## src/rtl/wspr_message_encoder_unit_macros.svh

```systemverilog
// ----------------------------------------------------------------------------
// WSPR message encoder assertion macros
// Shared concurrent assertion helpers. They compile to nothing in synthesis.
// ----------------------------------------------------------------------------
`ifndef WSPR_MESSAGE_ENCODER_UNIT_MACROS_SVH
`define WSPR_MESSAGE_ENCODER_UNIT_MACROS_SVH

`ifndef SYNTHESIS
// Same-cycle implication.
`define WME_ASSERT_IMP(label, clk, rst_n, ante, cons) \
    label: assert property (@(posedge clk) disable iff (!rst_n) (ante) |-> (cons)) \
        else $error("wme: same-cycle check failed");
// Next-cycle implication.
`define WME_ASSERT_NXT(label, clk, rst_n, ante, cons) \
    label: assert property (@(posedge clk) disable iff (!rst_n) (ante) |=> (cons)) \
        else $error("wme: next-cycle check failed");
`else
`define WME_ASSERT_IMP(label, clk, rst_n, ante, cons)
`define WME_ASSERT_NXT(label, clk, rst_n, ante, cons)
`endif

`endif

```

## src/rtl/wme_pkg.sv

```systemverilog
// ----------------------------------------------------------------------------
// WSPR message encoder package
// Constants, command and status types, and small decode functions shared
// by the controller and the datapath.
// ----------------------------------------------------------------------------
package wme_pkg;

    // Message and code geometry.
    localparam int unsigned SYM_COUNT   = 162;
    localparam int unsigned SYM_ADDR_W  = $clog2(SYM_COUNT);
    localparam int unsigned MSG_BITS    = 50;
    localparam int unsigned CALL_BITS   = 28;
    localparam int unsigned LOC_BITS    = 15;
    localparam int unsigned CODE_STEPS  = 81;
    localparam int unsigned PACK_STEPS  = 5;

    // Convolutional code taps.
    localparam logic [31:0] POLY_A = 32'hF2D0_5351;
    localparam logic [31:0] POLY_B = 32'hE461_3C47;

    // Power handling.
    localparam int unsigned POWER_MAX   = 1000000;
    localparam int unsigned NORM_LIMIT  = 100000;
    localparam int unsigned RND_LIMIT_0 = 150000;
    localparam int unsigned RND_LIMIT_3 = 350000;
    localparam int unsigned RND_LIMIT_7 = 750000;
    localparam int unsigned DBM_START   = 50;
    localparam int unsigned PWR_OFFSET  = 64;

    // Locator packing.
    localparam int unsigned LOC_BASE    = 179;
    localparam int unsigned LOC_MULT    = 180;

    // Controller to datapath commands.
    typedef struct packed {
        logic       capture;
        logic       init;
        logic       pack_step;
        logic [2:0] pack_idx;
        logic       finish;
        logic       code_step;
        logic       intlv_step;
        logic       rd_issue;
        logic       out_load;
    } t_dp_cmd;

    // Datapath to controller status.
    typedef struct packed {
        logic is_read;
        logic enc_valid;
    } t_dp_status;

    // Decoded character.
    typedef struct packed {
        logic       ok;
        logic [5:0] val;
    } t_char_val;

    // Map an ASCII byte to the message alphabet.
    function automatic t_char_val char_value(logic [7:0] c);
        t_char_val r;
        r.ok  = 1'b1;
        r.val = '0;
        if (c == 8'h20) begin
            r.val = 6'd36;
        end else if (c >= 8'h30 && c <= 8'h39) begin
            r.val = 6'(c - 8'h30);
        end else if (c >= 8'h41 && c <= 8'h5A) begin
            r.val = 6'(c - 8'd55);
        end else if (c >= 8'h61 && c <= 8'h7A) begin
            r.val = 6'(c - 8'd87);
        end else begin
            r.ok = 1'b0;
        end
        return r;
    endfunction

    // 8-bit bit reversal for the interleaver.
    function automatic logic [7:0] reverse8(logic [7:0] v);
        logic [7:0] r;
        for (int b = 0; b < 8; b++) begin
            r[b] = v[7-b];
        end
        return r;
    endfunction

    // Sync vector bit at a symbol position below SYM_COUNT.
    function automatic logic sync_bit(logic [7:0] pos);
        logic [7:0] sync_byte;
        unique case (pos[7:3])
            5'd0:    sync_byte = 8'd3;
            5'd1:    sync_byte = 8'd113;
            5'd2:    sync_byte = 8'd164;
            5'd3:    sync_byte = 8'd7;
            5'd4:    sync_byte = 8'd164;
            5'd5:    sync_byte = 8'd64;
            5'd6:    sync_byte = 8'd179;
            5'd7:    sync_byte = 8'd88;
            5'd8:    sync_byte = 8'd88;
            5'd9:    sync_byte = 8'd149;
            5'd10:   sync_byte = 8'd52;
            5'd11:   sync_byte = 8'd86;
            5'd12:   sync_byte = 8'd4;
            5'd13:   sync_byte = 8'd201;
            5'd14:   sync_byte = 8'd205;
            5'd15:   sync_byte = 8'd226;
            5'd16:   sync_byte = 8'd160;
            5'd17:   sync_byte = 8'd12;
            5'd18:   sync_byte = 8'd88;
            5'd19:   sync_byte = 8'd99;
            default: sync_byte = 8'd0;
        endcase
        return sync_byte[pos[2:0]];
    endfunction

endpackage

```

## src/rtl/wme_in_if.sv

```systemverilog
// ----------------------------------------------------------------------------
// WSPR message encoder request channel
// Valid/ready channel carrying one encode or read request.
// ----------------------------------------------------------------------------
interface wme_in_if;
    logic        valid;
    logic        ready;
    logic        req_type;
    logic [47:0] call_chars;
    logic [31:0] locator_chars;
    logic [23:0] power_mw;
    logic [7:0]  symbol_position;

    modport source (
        output valid, req_type, call_chars, locator_chars, power_mw, symbol_position,
        input  ready
    );
    modport sink (
        input  valid, req_type, call_chars, locator_chars, power_mw, symbol_position,
        output ready
    );
endinterface

```

## src/rtl/wme_out_if.sv

```systemverilog
// ----------------------------------------------------------------------------
// WSPR message encoder response channel
// Valid/ready channel carrying one result per request.
// ----------------------------------------------------------------------------
interface wme_out_if;
    logic       valid;
    logic       ready;
    logic       encode_ok;
    logic [1:0] symbol_value;

    modport source (
        output valid, encode_ok, symbol_value,
        input  ready
    );
    modport sink (
        input  valid, encode_ok, symbol_value,
        output ready
    );
endinterface

```

## src/rtl/wme_ram.sv

```systemverilog
// ----------------------------------------------------------------------------
// Generic RAM
// One write port and one read port with a registered read.
// ----------------------------------------------------------------------------
module wme_ram #(
    parameter int unsigned WIDTH = 1,
    parameter int unsigned DEPTH = 162
) (
    input  logic                     i_clk,
    input  logic                     i_wr_en,
    input  logic [$clog2(DEPTH)-1:0] i_wr_addr,
    input  logic [WIDTH-1:0]         i_wr_data,
    input  logic                     i_rd_en,
    input  logic [$clog2(DEPTH)-1:0] i_rd_addr,
    output logic [WIDTH-1:0]         o_rd_data
);

    logic [WIDTH-1:0] r_mem [DEPTH];
    logic [WIDTH-1:0] r_rd_data;

    // Write port and registered read port.
    always_ff @(posedge i_clk) begin
        if (i_wr_en) begin
            r_mem[i_wr_addr] <= i_wr_data;
        end
        if (i_rd_en) begin
            r_rd_data <= r_mem[i_rd_addr];
        end
    end

    assign o_rd_data = r_rd_data;

endmodule

```

## src/rtl/wme_datapath.sv

```systemverilog
// ----------------------------------------------------------------------------
// WSPR message encoder datapath
// Request registers, character checks, message packing, convolutional
// coder, interleave address generation, symbol store and result registers.
// ----------------------------------------------------------------------------
module wme_datapath import wme_pkg::*; (
    input  logic        i_clk,
    input  logic        i_rst_n,
    input  t_dp_cmd     i_cmd,
    input  logic        i_req_type,
    input  logic [47:0] i_call_chars,
    input  logic [31:0] i_locator_chars,
    input  logic [23:0] i_power_mw,
    input  logic [7:0]  i_symbol_position,
    output t_dp_status  o_status,
    output logic        o_encode_ok,
    output logic [1:0]  o_symbol_value
);

    // Captured request.
    logic                  r_req_type;
    logic [47:0]           r_call;
    logic [31:0]           r_loc;
    logic [23:0]           r_power;
    logic [7:0]            r_pos;

    // Packing and coding state.
    logic [19:0]           r_p;
    logic [5:0]            r_d;
    logic [CALL_BITS-1:0]  r_acc;
    logic [LOC_BITS-1:0]   r_t;
    logic [MSG_BITS-1:0]   r_msg;
    logic [31:0]           r_sh;
    logic [SYM_COUNT-1:0]  r_coded;
    logic [7:0]            r_i;
    logic                  r_written;
    logic                  r_encode_ok;
    logic [1:0]            r_symbol_value;

    t_char_val             cv [6];
    t_char_val             lv [4];
    logic                  chars_ok;
    logic                  enc_valid;
    logic [5:0]            call_mult;
    logic [CALL_BITS-1:0]  call_add;
    logic [CALL_BITS-1:0]  call_next;
    logic                  p_small;
    logic [19:0]           p_x10;
    logic [LOC_BITS-1:0]   t_init;
    logic [LOC_BITS-1:0]   t_step;
    logic [5:0]            rnd;
    logic [5:0]            pdbm;
    logic [21:0]           m1;
    logic [31:0]           sh_in;
    logic                  par_a;
    logic                  par_b;
    logic [7:0]            i_plus1;
    logic [7:0]            i_next;
    logic                  pos_in_range;
    logic                  ram_rd;
    logic [1:0]            sym_value;

    // Character decode of the captured callsign and locator.
    always_comb begin
        for (int k = 0; k < 6; k++) begin
            cv[k] = char_value(r_call[8*k +: 8]);
        end
        for (int k = 0; k < 4; k++) begin
            lv[k] = char_value(r_loc[8*k +: 8]);
        end
    end

    // Encode request validity.
    assign chars_ok = cv[0].ok && cv[1].ok && cv[2].ok && cv[3].ok && cv[4].ok && cv[5].ok
                   && lv[0].ok && lv[1].ok && lv[2].ok && lv[3].ok;
    assign enc_valid = chars_ok
                    && (cv[2].val <= 6'd9) && (lv[2].val <= 6'd9) && (lv[3].val <= 6'd9)
                    && (lv[0].val >= 6'd10) && (lv[0].val <= 6'd35)
                    && (lv[1].val >= 6'd10) && (lv[1].val <= 6'd35)
                    && (r_power != 24'd0) && (r_power <= 24'(POWER_MAX));

    assign o_status.is_read   = r_req_type;
    assign o_status.enc_valid = enc_valid;

    // Callsign packing: one multiply-accumulate per step.
    always_comb begin
        case (i_cmd.pack_idx)
            3'd0: begin
                call_mult = 6'd36;
                call_add  = CALL_BITS'(cv[1].val);
            end
            3'd1: begin
                call_mult = 6'd10;
                call_add  = CALL_BITS'(cv[2].val);
            end
            3'd2: begin
                call_mult = 6'd27;
                call_add  = CALL_BITS'(cv[3].val) - CALL_BITS'(10);
            end
            3'd3: begin
                call_mult = 6'd27;
                call_add  = CALL_BITS'(cv[4].val) - CALL_BITS'(10);
            end
            default: begin
                call_mult = 6'd27;
                call_add  = CALL_BITS'(cv[5].val) - CALL_BITS'(10);
            end
        endcase
    end
    assign call_next = CALL_BITS'(r_acc * CALL_BITS'(call_mult)) + call_add;

    // Power normalization: scale by ten while below the decade limit.
    assign p_small = r_p < 20'(NORM_LIMIT);
    assign p_x10   = (r_p << 3) + (r_p << 1);

    // Locator packing in two steps.
    assign t_init = LOC_BITS'(LOC_BASE)
                  - LOC_BITS'(LOC_BITS'(10) * (LOC_BITS'(lv[0].val) - LOC_BITS'(10)))
                  - LOC_BITS'(lv[2].val);
    assign t_step = LOC_BITS'(r_t * LOC_BITS'(LOC_MULT))
                  + LOC_BITS'(LOC_BITS'(10) * (LOC_BITS'(lv[1].val) - LOC_BITS'(10)))
                  + LOC_BITS'(lv[3].val);

    // Power rounding to a dBm value ending in 0, 3 or 7.
    always_comb begin
        if (r_p <= 20'(RND_LIMIT_0)) begin
            rnd = 6'd0;
        end else if (r_p <= 20'(RND_LIMIT_3)) begin
            rnd = 6'd3;
        end else if (r_p <= 20'(RND_LIMIT_7)) begin
            rnd = 6'd7;
        end else begin
            rnd = 6'd10;
        end
    end
    assign pdbm = r_d + rnd;
    assign m1   = {r_t, 7'b000_0000} + 22'(pdbm) + 22'(PWR_OFFSET);

    // Convolutional coder: message enters most significant bit first.
    assign sh_in = r_sh | 32'(r_msg[MSG_BITS-1]);
    assign par_a = ^(sh_in & POLY_A);
    assign par_b = ^(sh_in & POLY_B);

    // Interleave index: skip the bit-reversed positions past the store.
    assign i_plus1 = r_i + 8'd1;
    assign i_next  = (reverse8(i_plus1) < 8'(SYM_COUNT)) ? i_plus1 : r_i + 8'd2;

    // Read result assembly.
    assign pos_in_range = r_pos < 8'(SYM_COUNT);
    assign sym_value    = (r_req_type && r_written && pos_in_range)
                        ? {ram_rd, sync_bit(r_pos)} : 2'b00;

    // Payload registers.
    always_ff @(posedge i_clk) begin
        if (i_cmd.capture) begin
            r_req_type <= i_req_type;
            r_call     <= i_call_chars;
            r_loc      <= i_locator_chars;
            r_power    <= i_power_mw;
            r_pos      <= i_symbol_position;
        end
        if (i_cmd.init) begin
            r_p   <= r_power[19:0];
            r_d   <= 6'(DBM_START);
            r_acc <= CALL_BITS'(cv[0].val);
            r_t   <= t_init;
        end
        if (i_cmd.pack_step) begin
            r_acc <= call_next;
            if (p_small) begin
                r_p <= p_x10;
                r_d <= r_d - 6'd10;
            end
            if (i_cmd.pack_idx == 3'd0) begin
                r_t <= t_step;
            end
        end
        if (i_cmd.finish) begin
            r_msg <= {r_acc, m1};
            r_sh  <= '0;
            r_i   <= '0;
        end
        if (i_cmd.code_step) begin
            r_sh    <= sh_in << 1;
            r_msg   <= r_msg << 1;
            r_coded <= {r_coded[SYM_COUNT-3:0], par_a, par_b};
        end
        if (i_cmd.intlv_step) begin
            r_coded <= r_coded << 1;
            r_i     <= i_next;
        end
        if (i_cmd.out_load) begin
            r_encode_ok    <= !r_req_type && enc_valid;
            r_symbol_value <= sym_value;
        end
    end

    // The store reads as zero until the first successful encode.
    always_ff @(posedge i_clk) begin
        if (!i_rst_n) begin
            r_written <= 1'b0;
        end else if (i_cmd.intlv_step) begin
            r_written <= 1'b1;
        end
    end

    // Data half of the channel symbols; the sync half is a constant.
    wme_ram #(
        .WIDTH (1),
        .DEPTH (SYM_COUNT)
    ) u_store (
        .i_clk     (i_clk),
        .i_wr_en   (i_cmd.intlv_step),
        .i_wr_addr (SYM_ADDR_W'(reverse8(r_i))),
        .i_wr_data (r_coded[SYM_COUNT-1]),
        .i_rd_en   (i_cmd.rd_issue && pos_in_range),
        .i_rd_addr (SYM_ADDR_W'(r_pos)),
        .o_rd_data (ram_rd)
    );

    assign o_encode_ok    = r_encode_ok;
    assign o_symbol_value = r_symbol_value;

endmodule

```

## src/rtl/wme_controller.sv

```systemverilog
// ----------------------------------------------------------------------------
// WSPR message encoder controller
// Sequences the check, pack, code and interleave phases and owns the
// request and response handshakes.
// ----------------------------------------------------------------------------
`include "wspr_message_encoder_unit_macros.svh"

module wme_controller import wme_pkg::*; (
    input  logic       i_clk,
    input  logic       i_rst_n,
    input  logic       i_in_valid,
    output logic       o_in_ready,
    output logic       o_out_valid,
    input  logic       i_out_ready,
    input  t_dp_status i_status,
    output t_dp_cmd    o_cmd
);

    localparam logic [2:0] S_IDLE   = 3'd0;
    localparam logic [2:0] S_CHECK  = 3'd1;
    localparam logic [2:0] S_PACK   = 3'd2;
    localparam logic [2:0] S_FINISH = 3'd3;
    localparam logic [2:0] S_CODE   = 3'd4;
    localparam logic [2:0] S_INTLV  = 3'd5;
    localparam logic [2:0] S_RESULT = 3'd6;

    localparam logic [7:0] PACK_LAST = 8'(PACK_STEPS - 1);
    localparam logic [7:0] CODE_LAST = 8'(CODE_STEPS - 1);
    localparam logic [7:0] SYM_LAST  = 8'(SYM_COUNT - 1);

    logic [2:0] r_state;
    logic [2:0] n_state;
    logic [7:0] r_count;
    logic [7:0] n_count;
    logic       r_out_valid;
    logic       n_out_valid;

    assign o_in_ready  = (r_state == S_IDLE);
    assign o_out_valid = r_out_valid;

    // Next state and command decode.
    always_comb begin
        n_state     = r_state;
        n_count     = r_count;
        n_out_valid = r_out_valid && !i_out_ready;
        o_cmd       = '0;
        unique case (r_state)
            S_IDLE: begin
                if (i_in_valid) begin
                    o_cmd.capture = 1'b1;
                    n_state       = S_CHECK;
                end
            end
            S_CHECK: begin
                if (i_status.is_read) begin
                    o_cmd.rd_issue = 1'b1;
                    n_state        = S_RESULT;
                end else begin
                    o_cmd.init = 1'b1;
                    n_count    = '0;
                    n_state    = i_status.enc_valid ? S_PACK : S_RESULT;
                end
            end
            S_PACK: begin
                o_cmd.pack_step = 1'b1;
                o_cmd.pack_idx  = r_count[2:0];
                if (r_count == PACK_LAST) begin
                    n_state = S_FINISH;
                end else begin
                    n_count = r_count + 8'd1;
                end
            end
            S_FINISH: begin
                o_cmd.finish = 1'b1;
                n_count      = '0;
                n_state      = S_CODE;
            end
            S_CODE: begin
                o_cmd.code_step = 1'b1;
                if (r_count == CODE_LAST) begin
                    n_count = '0;
                    n_state = S_INTLV;
                end else begin
                    n_count = r_count + 8'd1;
                end
            end
            S_INTLV: begin
                o_cmd.intlv_step = 1'b1;
                if (r_count == SYM_LAST) begin
                    n_state = S_RESULT;
                end else begin
                    n_count = r_count + 8'd1;
                end
            end
            S_RESULT: begin
                // Wait until the previous result has left the output register.
                if (!r_out_valid || i_out_ready) begin
                    o_cmd.out_load = 1'b1;
                    n_out_valid    = 1'b1;
                    n_state        = S_IDLE;
                end
            end
            default: begin
                n_state = S_IDLE;
            end
        endcase
    end

    // State registers.
    always_ff @(posedge i_clk) begin
        if (!i_rst_n) begin
            r_state     <= S_IDLE;
            r_count     <= '0;
            r_out_valid <= 1'b0;
        end else begin
            r_state     <= n_state;
            r_count     <= n_count;
            r_out_valid <= n_out_valid;
        end
    end

    // A request transaction always leads into the check cycle.
    `WME_ASSERT_NXT(a_accept_check, i_clk, i_rst_n, i_in_valid && o_in_ready, r_state == S_CHECK)
    // Interleave writes stay inside the symbol store.
    `WME_ASSERT_IMP(a_intlv_range, i_clk, i_rst_n, o_cmd.intlv_step, r_count < 8'(SYM_COUNT))
    // A loaded result is presented on the next cycle.
    `WME_ASSERT_NXT(a_load_shows, i_clk, i_rst_n, o_cmd.out_load, r_out_valid)
    // A pending result is never dropped while the sink stalls.
    `WME_ASSERT_NXT(a_hold_result, i_clk, i_rst_n, r_out_valid && !i_out_ready, r_out_valid)

endmodule

```

## src/rtl/wspr_message_encoder_unit.sv

```systemverilog
// ----------------------------------------------------------------------------
// WSPR message encoder unit
// Type 1 message encoder with a 162-symbol channel symbol store.
//
//   Channel  Dir  Transaction
//   i_req    in   encode (callsign, locator, power) or read (symbol position)
//   o_rsp    out  encode_ok for encodes, symbol_value for reads
//
// A valid encode goes from its transaction to its result through the check
// state, five packing steps, the finish state, 81 coder steps and
// 162 interleave writes through the single write port of the symbol store.
// An invalid encode and a read go from the check state straight to the result.
// Reset is synchronous; the store reads as zero until the first valid encode,
// so no clearing pass is needed after reset.
// A result waits in the output register while the next request is taken;
// the unit holds its final step only while an older result is still pending.
// ----------------------------------------------------------------------------
module wspr_message_encoder_unit import wme_pkg::*; (
    input  logic i_clk,
    input  logic i_rst_n,
    wme_in_if.sink    i_req,
    wme_out_if.source o_rsp
);

    t_dp_cmd    cmd;
    t_dp_status status;

    // Sequencing and handshakes.
    wme_controller u_ctrl (
        .i_clk       (i_clk),
        .i_rst_n     (i_rst_n),
        .i_in_valid  (i_req.valid),
        .o_in_ready  (i_req.ready),
        .o_out_valid (o_rsp.valid),
        .i_out_ready (o_rsp.ready),
        .i_status    (status),
        .o_cmd       (cmd)
    );

    // Encoding, storage and result payload.
    wme_datapath u_dp (
        .i_clk             (i_clk),
        .i_rst_n           (i_rst_n),
        .i_cmd             (cmd),
        .i_req_type        (i_req.req_type),
        .i_call_chars      (i_req.call_chars),
        .i_locator_chars   (i_req.locator_chars),
        .i_power_mw        (i_req.power_mw),
        .i_symbol_position (i_req.symbol_position),
        .o_status          (status),
        .o_encode_ok       (o_rsp.encode_ok),
        .o_symbol_value    (o_rsp.symbol_value)
    );

endmodule
```

## src/flat_wrapper.sv

```systemverilog
// flat-port wrapper written by rule: the top's interface ports become plain ports
module wspr_message_encoder_unit_flat import wme_pkg::*;
  (i_clk, i_rst_n, i_req_valid, i_req_req_type, i_req_call_chars, i_req_locator_chars, i_req_power_mw, i_req_symbol_position, i_req_ready, o_rsp_valid, o_rsp_encode_ok, o_rsp_symbol_value, o_rsp_ready);
  wme_in_if i_req_i ();
  wme_out_if o_rsp_i ();
  input  logic i_clk;
  input  logic i_rst_n;
  input wire logic [$bits(i_req_i.valid)-1:0] i_req_valid;
  input wire logic [$bits(i_req_i.req_type)-1:0] i_req_req_type;
  input wire logic [$bits(i_req_i.call_chars)-1:0] i_req_call_chars;
  input wire logic [$bits(i_req_i.locator_chars)-1:0] i_req_locator_chars;
  input wire logic [$bits(i_req_i.power_mw)-1:0] i_req_power_mw;
  input wire logic [$bits(i_req_i.symbol_position)-1:0] i_req_symbol_position;
  output wire logic [$bits(i_req_i.ready)-1:0] i_req_ready;
  output wire logic [$bits(o_rsp_i.valid)-1:0] o_rsp_valid;
  output wire logic [$bits(o_rsp_i.encode_ok)-1:0] o_rsp_encode_ok;
  output wire logic [$bits(o_rsp_i.symbol_value)-1:0] o_rsp_symbol_value;
  input wire logic [$bits(o_rsp_i.ready)-1:0] o_rsp_ready;
  assign i_req_i.valid = i_req_valid;
  assign i_req_i.req_type = i_req_req_type;
  assign i_req_i.call_chars = i_req_call_chars;
  assign i_req_i.locator_chars = i_req_locator_chars;
  assign i_req_i.power_mw = i_req_power_mw;
  assign i_req_i.symbol_position = i_req_symbol_position;
  assign i_req_ready = i_req_i.ready;
  assign o_rsp_valid = o_rsp_i.valid;
  assign o_rsp_encode_ok = o_rsp_i.encode_ok;
  assign o_rsp_symbol_value = o_rsp_i.symbol_value;
  assign o_rsp_i.ready = o_rsp_ready;
  wspr_message_encoder_unit u_core (.i_clk(i_clk), .i_rst_n(i_rst_n), .i_req(i_req_i), .o_rsp(o_rsp_i));
endmodule
```

## config.mk

```make
export PLATFORM = sky130hd
export DESIGN_NAME = wspr_message_encoder_unit_flat
export DESIGN_NICKNAME = d
export VERILOG_FILES = /design/src/rtl/wme_pkg.sv /design/src/rtl/wme_in_if.sv /design/src/rtl/wme_out_if.sv /design/src/rtl/wme_ram.sv /design/src/rtl/wme_datapath.sv /design/src/rtl/wme_controller.sv /design/src/rtl/wspr_message_encoder_unit.sv /design/src/flat_wrapper.sv
export VERILOG_INCLUDE_DIRS = /design/src /design/src/rtl
export SDC_FILE = /design/constraint.sdc
export NUM_CORES = 2
export LEC_CHECK = 0
export ABC_CLOCK_PERIOD_IN_PS = 7800
export BUFFER_PORTS_ARGS = -buffer_cell sky130_fd_sc_hd__buf_2
export CORE_ASPECT_RATIO = 1.2
export CORE_MARGIN = 2
export CORE_UTILIZATION = 45
export CTS_CLUSTER_SIZE = 12
export DETAILED_ROUTE_END_ITERATION = 10
export GPL_ROUTABILITY_DRIVEN = 1
export SLEW_MARGIN = 40
export SYNTH_ARGS = -nofsm -noshare
export SYNTH_HDL_FRONTEND = slang
export SYNTH_HIERARCHICAL = 1
export SYNTH_SLANG_ARGS = --single-unit
```

## constraint.sdc

```tcl
create_clock -name i_clk -period 7.8 [get_ports i_clk]
set_input_delay 0.78 -clock i_clk [delete_from_list [all_inputs] [get_ports i_clk]]
set_output_delay 0.78 -clock i_clk [all_outputs]
set_load 0.05 [all_outputs]
```

==> impl_metrics.ini <==
[routing]
wl_um = 86100
num_vias = 26500
drtAntennaViolNets = 0
avgViaCountPerCell = 5.54
firstDrtPassIters = 5
wl_per_cell_um = 18.0
drcViolationCount = 0
drt_iter0_markers = 1894

[grt]
antenna_found_initial = 2
grt_pass1_vias = 26700
grt_max_degree = 104
track_usage_pct = 19.3
grt.overflow.total = 0
grt_pass1_wl_um = 140000

[flow_run]
drv_cap = 0

[synthesis]
synthDominantCellAreaShare_pct = 42.7
yosys_warnings = 6
synthCells = 3528
yosys.cell_types.count = 103
seq_area_frac_synth_pct = 46.0
yosysTopAreaCell = edfxtp_1
syn_nets = 4018
synthesis.area_um2 = 39100
ys_top_cells_by_area = edfxtp_1 43%, ha_1 7.4%, fa_1 7.3%, a22o_1 4.7%, inv_1 3.5%
syn_avg_cell_area_um2 = 11.1
synth_seq_cells = 620
synthArstFlopShare_pct = 0
synthFlopType = edfxtp_1
synth_edf_count = 557

[timing]
relSlewSlack_pct = 45.0
fmax_mhz = 143
rsz0062_at_grt = no
fin_tns_setup_ns = 0
skew_ns = 0.0271
finalCriticalPeriod_ns = 6.97
finalSetupViolations = 0
whs_ns = 0.335
hold_violations = 0
maxSlewViolCount = 0
fin_crit_sh_pct = 89.4
tightest_slew_ns = 0.823

[critical_path]
worstPathArrival_ns = 7.34
crit_path_max_fanout = 27
ff2ff_setup_slack_ns = 0.83
critical_path_class = reg -> reg
endpoint_kind = register
crit_required_ns = 8.17
rr_worst_depth = 23
cp-start-kind = register
worstReg2RegStart = u_core/u_ctrl/r_state[1]
timing.rr.end = u_core/u_dp/r_acc[27]

[cts]
cts.sinks = 620
h-tree-depth = 3
post_cts_buffers = 0
cts_buffers = 69
cts_tree = done
ctsHoldBuffers = 0
cts_resized = 0
cts_buffer_depth = 3
cts.reportedPaths.clkPinSlew_ns = 0.06
clock_latency_ns = 0.62
root_buffer = clkbuf_16

[placed_design]
dp_hpwl_um = 60800
globalplace.congestion = 0.866
placedInstanceArea_um2 = 40800
port_buffers = 121

[cells_and_area]
area_growth_pct = 9.73
fin_nets = 4086
n_antenna_cell = 0
drive_above_1_share_pct = 9.18
finalInstanceArea_um2 = 43000

[hold_path]
holdCritStartpoint = i_req_power_mw[20]
hp-class = in -> reg
hold_path_depth = 1
whs_endpoint = u_core/u_dp/r_power[20]

[floorplanning]
start_util_pct = 45.4
std_cell_rows = 118
fp.dieH_um = 327
core_um2 = 86200
dieArea_um2 = 89400
io_pins = 122
die_w_um = 273

[outcome]
outcome = finished, final reports clean
-- kinds of logic (layout without fill, tap and decap cells) --
logic type               Yosys count  count (layout)  synth area share, %
adder cells (fa/ha/maj)          373             373                 14.6
AO/OA/AOI/OAI                    786             786                 14.5
AND/OR/NAND/NOR                  949             949                 12.0
multiplexers                     119             119                 4.03
XOR/XNOR                         160             160                 3.62
flip-flops                       620             620                 46.0
buffers and inverters            521             641                 5.29
-- per-stage QoR --
step,instances,worst slack (ns),util (%)
2_1_floorplan,3528,1.41,-
3_3_place_gp,4662,1.04,47.2
3_5_place_dp,4665,0.831,47.3
4_1_cts,4788,0.838,49.8
5_1_grt,4788,0.290,49.8
6_report,4788,0.829,49.8
-- layout by cell type (no fill, tap or decap), types with 25 or more instances in the layout --
master,n
nand2b_1,34
a211oi_1,30
ha_1,231
clkbuf_16,69
nor3_1,43
and2_1,64
fa_1,142
xnor2_1,124
nand2_1,230
nor2_1,296
a21o_1,35
inv_1,368
nor2b_1,40
xor2_1,35
dfxtp_1,63
a21oi_1,134
o21ai_0,136
mux2i_1,78
and3_1,25
a22o_1,211
edfxtp_1,557
nand3_1,59
buf_2,121
-- layer usage --
| metal | up-vias | routed length (um) | global-route usage, % |
|---|---|---|---|
| met4 | 2 | 2180 | 5.63 |
| li1 | 12900 | - | - |
| met3 | 137 | 3480 | 2.96 |
| met2 | 531 | 42900 | 33.6 |
| met1 | 13000 | 37500 | 24.7 |
| met5 | - | 13 | 0 |
-- cell type report --
type / instances / area (um2)
clock buffer: 96 / 1910
sequential: 620 / 18000
clock inverter: 27 / 239
inverter: 370 / 1390
timing repair buffer: 148 / 862
fill: 7888 / 43300
multi-input combinational: 2387 / 19100
tap: 1140 / 1430
-- state kept, by name, summed over array words and instances (netlist names), 15 cells and up, named ones only --
name                       count
u_core/u_dp/r_t               15
u_core/u_dp/r_p               20
u_core/u_dp/r_msg             50
u_core/u_dp/r_sh              31
u_core/u_dp/r_acc             28
u_core/u_dp/r_power           24
u_core/u_dp/r_call            48
u_core/u_dp/r_loc             32
u_core/u_dp/u_store/r_mem    162
u_core/u_dp/r_coded          162
-- critical path, stage by stage, from the launching register on --
cell,delay [ns]
dfxtp_1,0.55
or3b_2,0.61
nor2_1,0.32
or2_2,0.20
nor2_2,0.04
buf_4,0.23
nand2_1,0.15
inv_1,0.07
fa_1,0.53
inv_1,0.05
fa_1,0.51
fa_1,0.52
fa_1,0.54
inv_1,0.04
ha_1,0.31
o21ai_0,0.15
o21a_1,0.21
o21ai_0,0.34
nor4bb_1,0.40
o31a_1,0.31
a21oi_1,0.14
o221ai_1,0.27
a211oi_2,0.07
nand2b_1,0.17
-- synth_stat cells (63+ instances only) --
cell type / count
dfxtp_1: 63
clkbuf_1: 122
fa_1: 142
and2_1: 65
nand2_1: 230
xnor2_1: 124
mux2i_1: 79
edfxtp_1: 557
inv_1: 370
nor2_1: 298
ha_1: 231
o21ai_0: 136
a21oi_1: 134
a22o_1: 211
-- how the worst max path moves through the flow --
stage / from / depth (start not counted) / endpoint / slack (ns)
4_1_cts: u_core/u_ctrl/r_state[1] / 23 / u_core/u_dp/r_acc[27] / 0.84
6_report: u_core/u_ctrl/r_state[1] / 23 / u_core/u_dp/r_acc[27] / 0.83
5_1_grt: u_core/u_ctrl/r_state[1] / 23 / u_core/u_dp/r_acc[27] / 0.29
3_3_place_gp: u_core/u_ctrl/r_state[1] / 24 / u_core/u_dp/r_acc[27] / 1.04
2_1_floorplan: u_core/u_ctrl/r_state[1] / 26 / u_core/u_dp/r_acc[27] / 1.41
3_5_place_dp: u_core/u_ctrl/r_state[1] / 23 / u_core/u_dp/r_acc[27] / 0.83
Power is not shown: default switching activity piles up to over one toggle a cycle in this logic, so the estimate is an artifact.
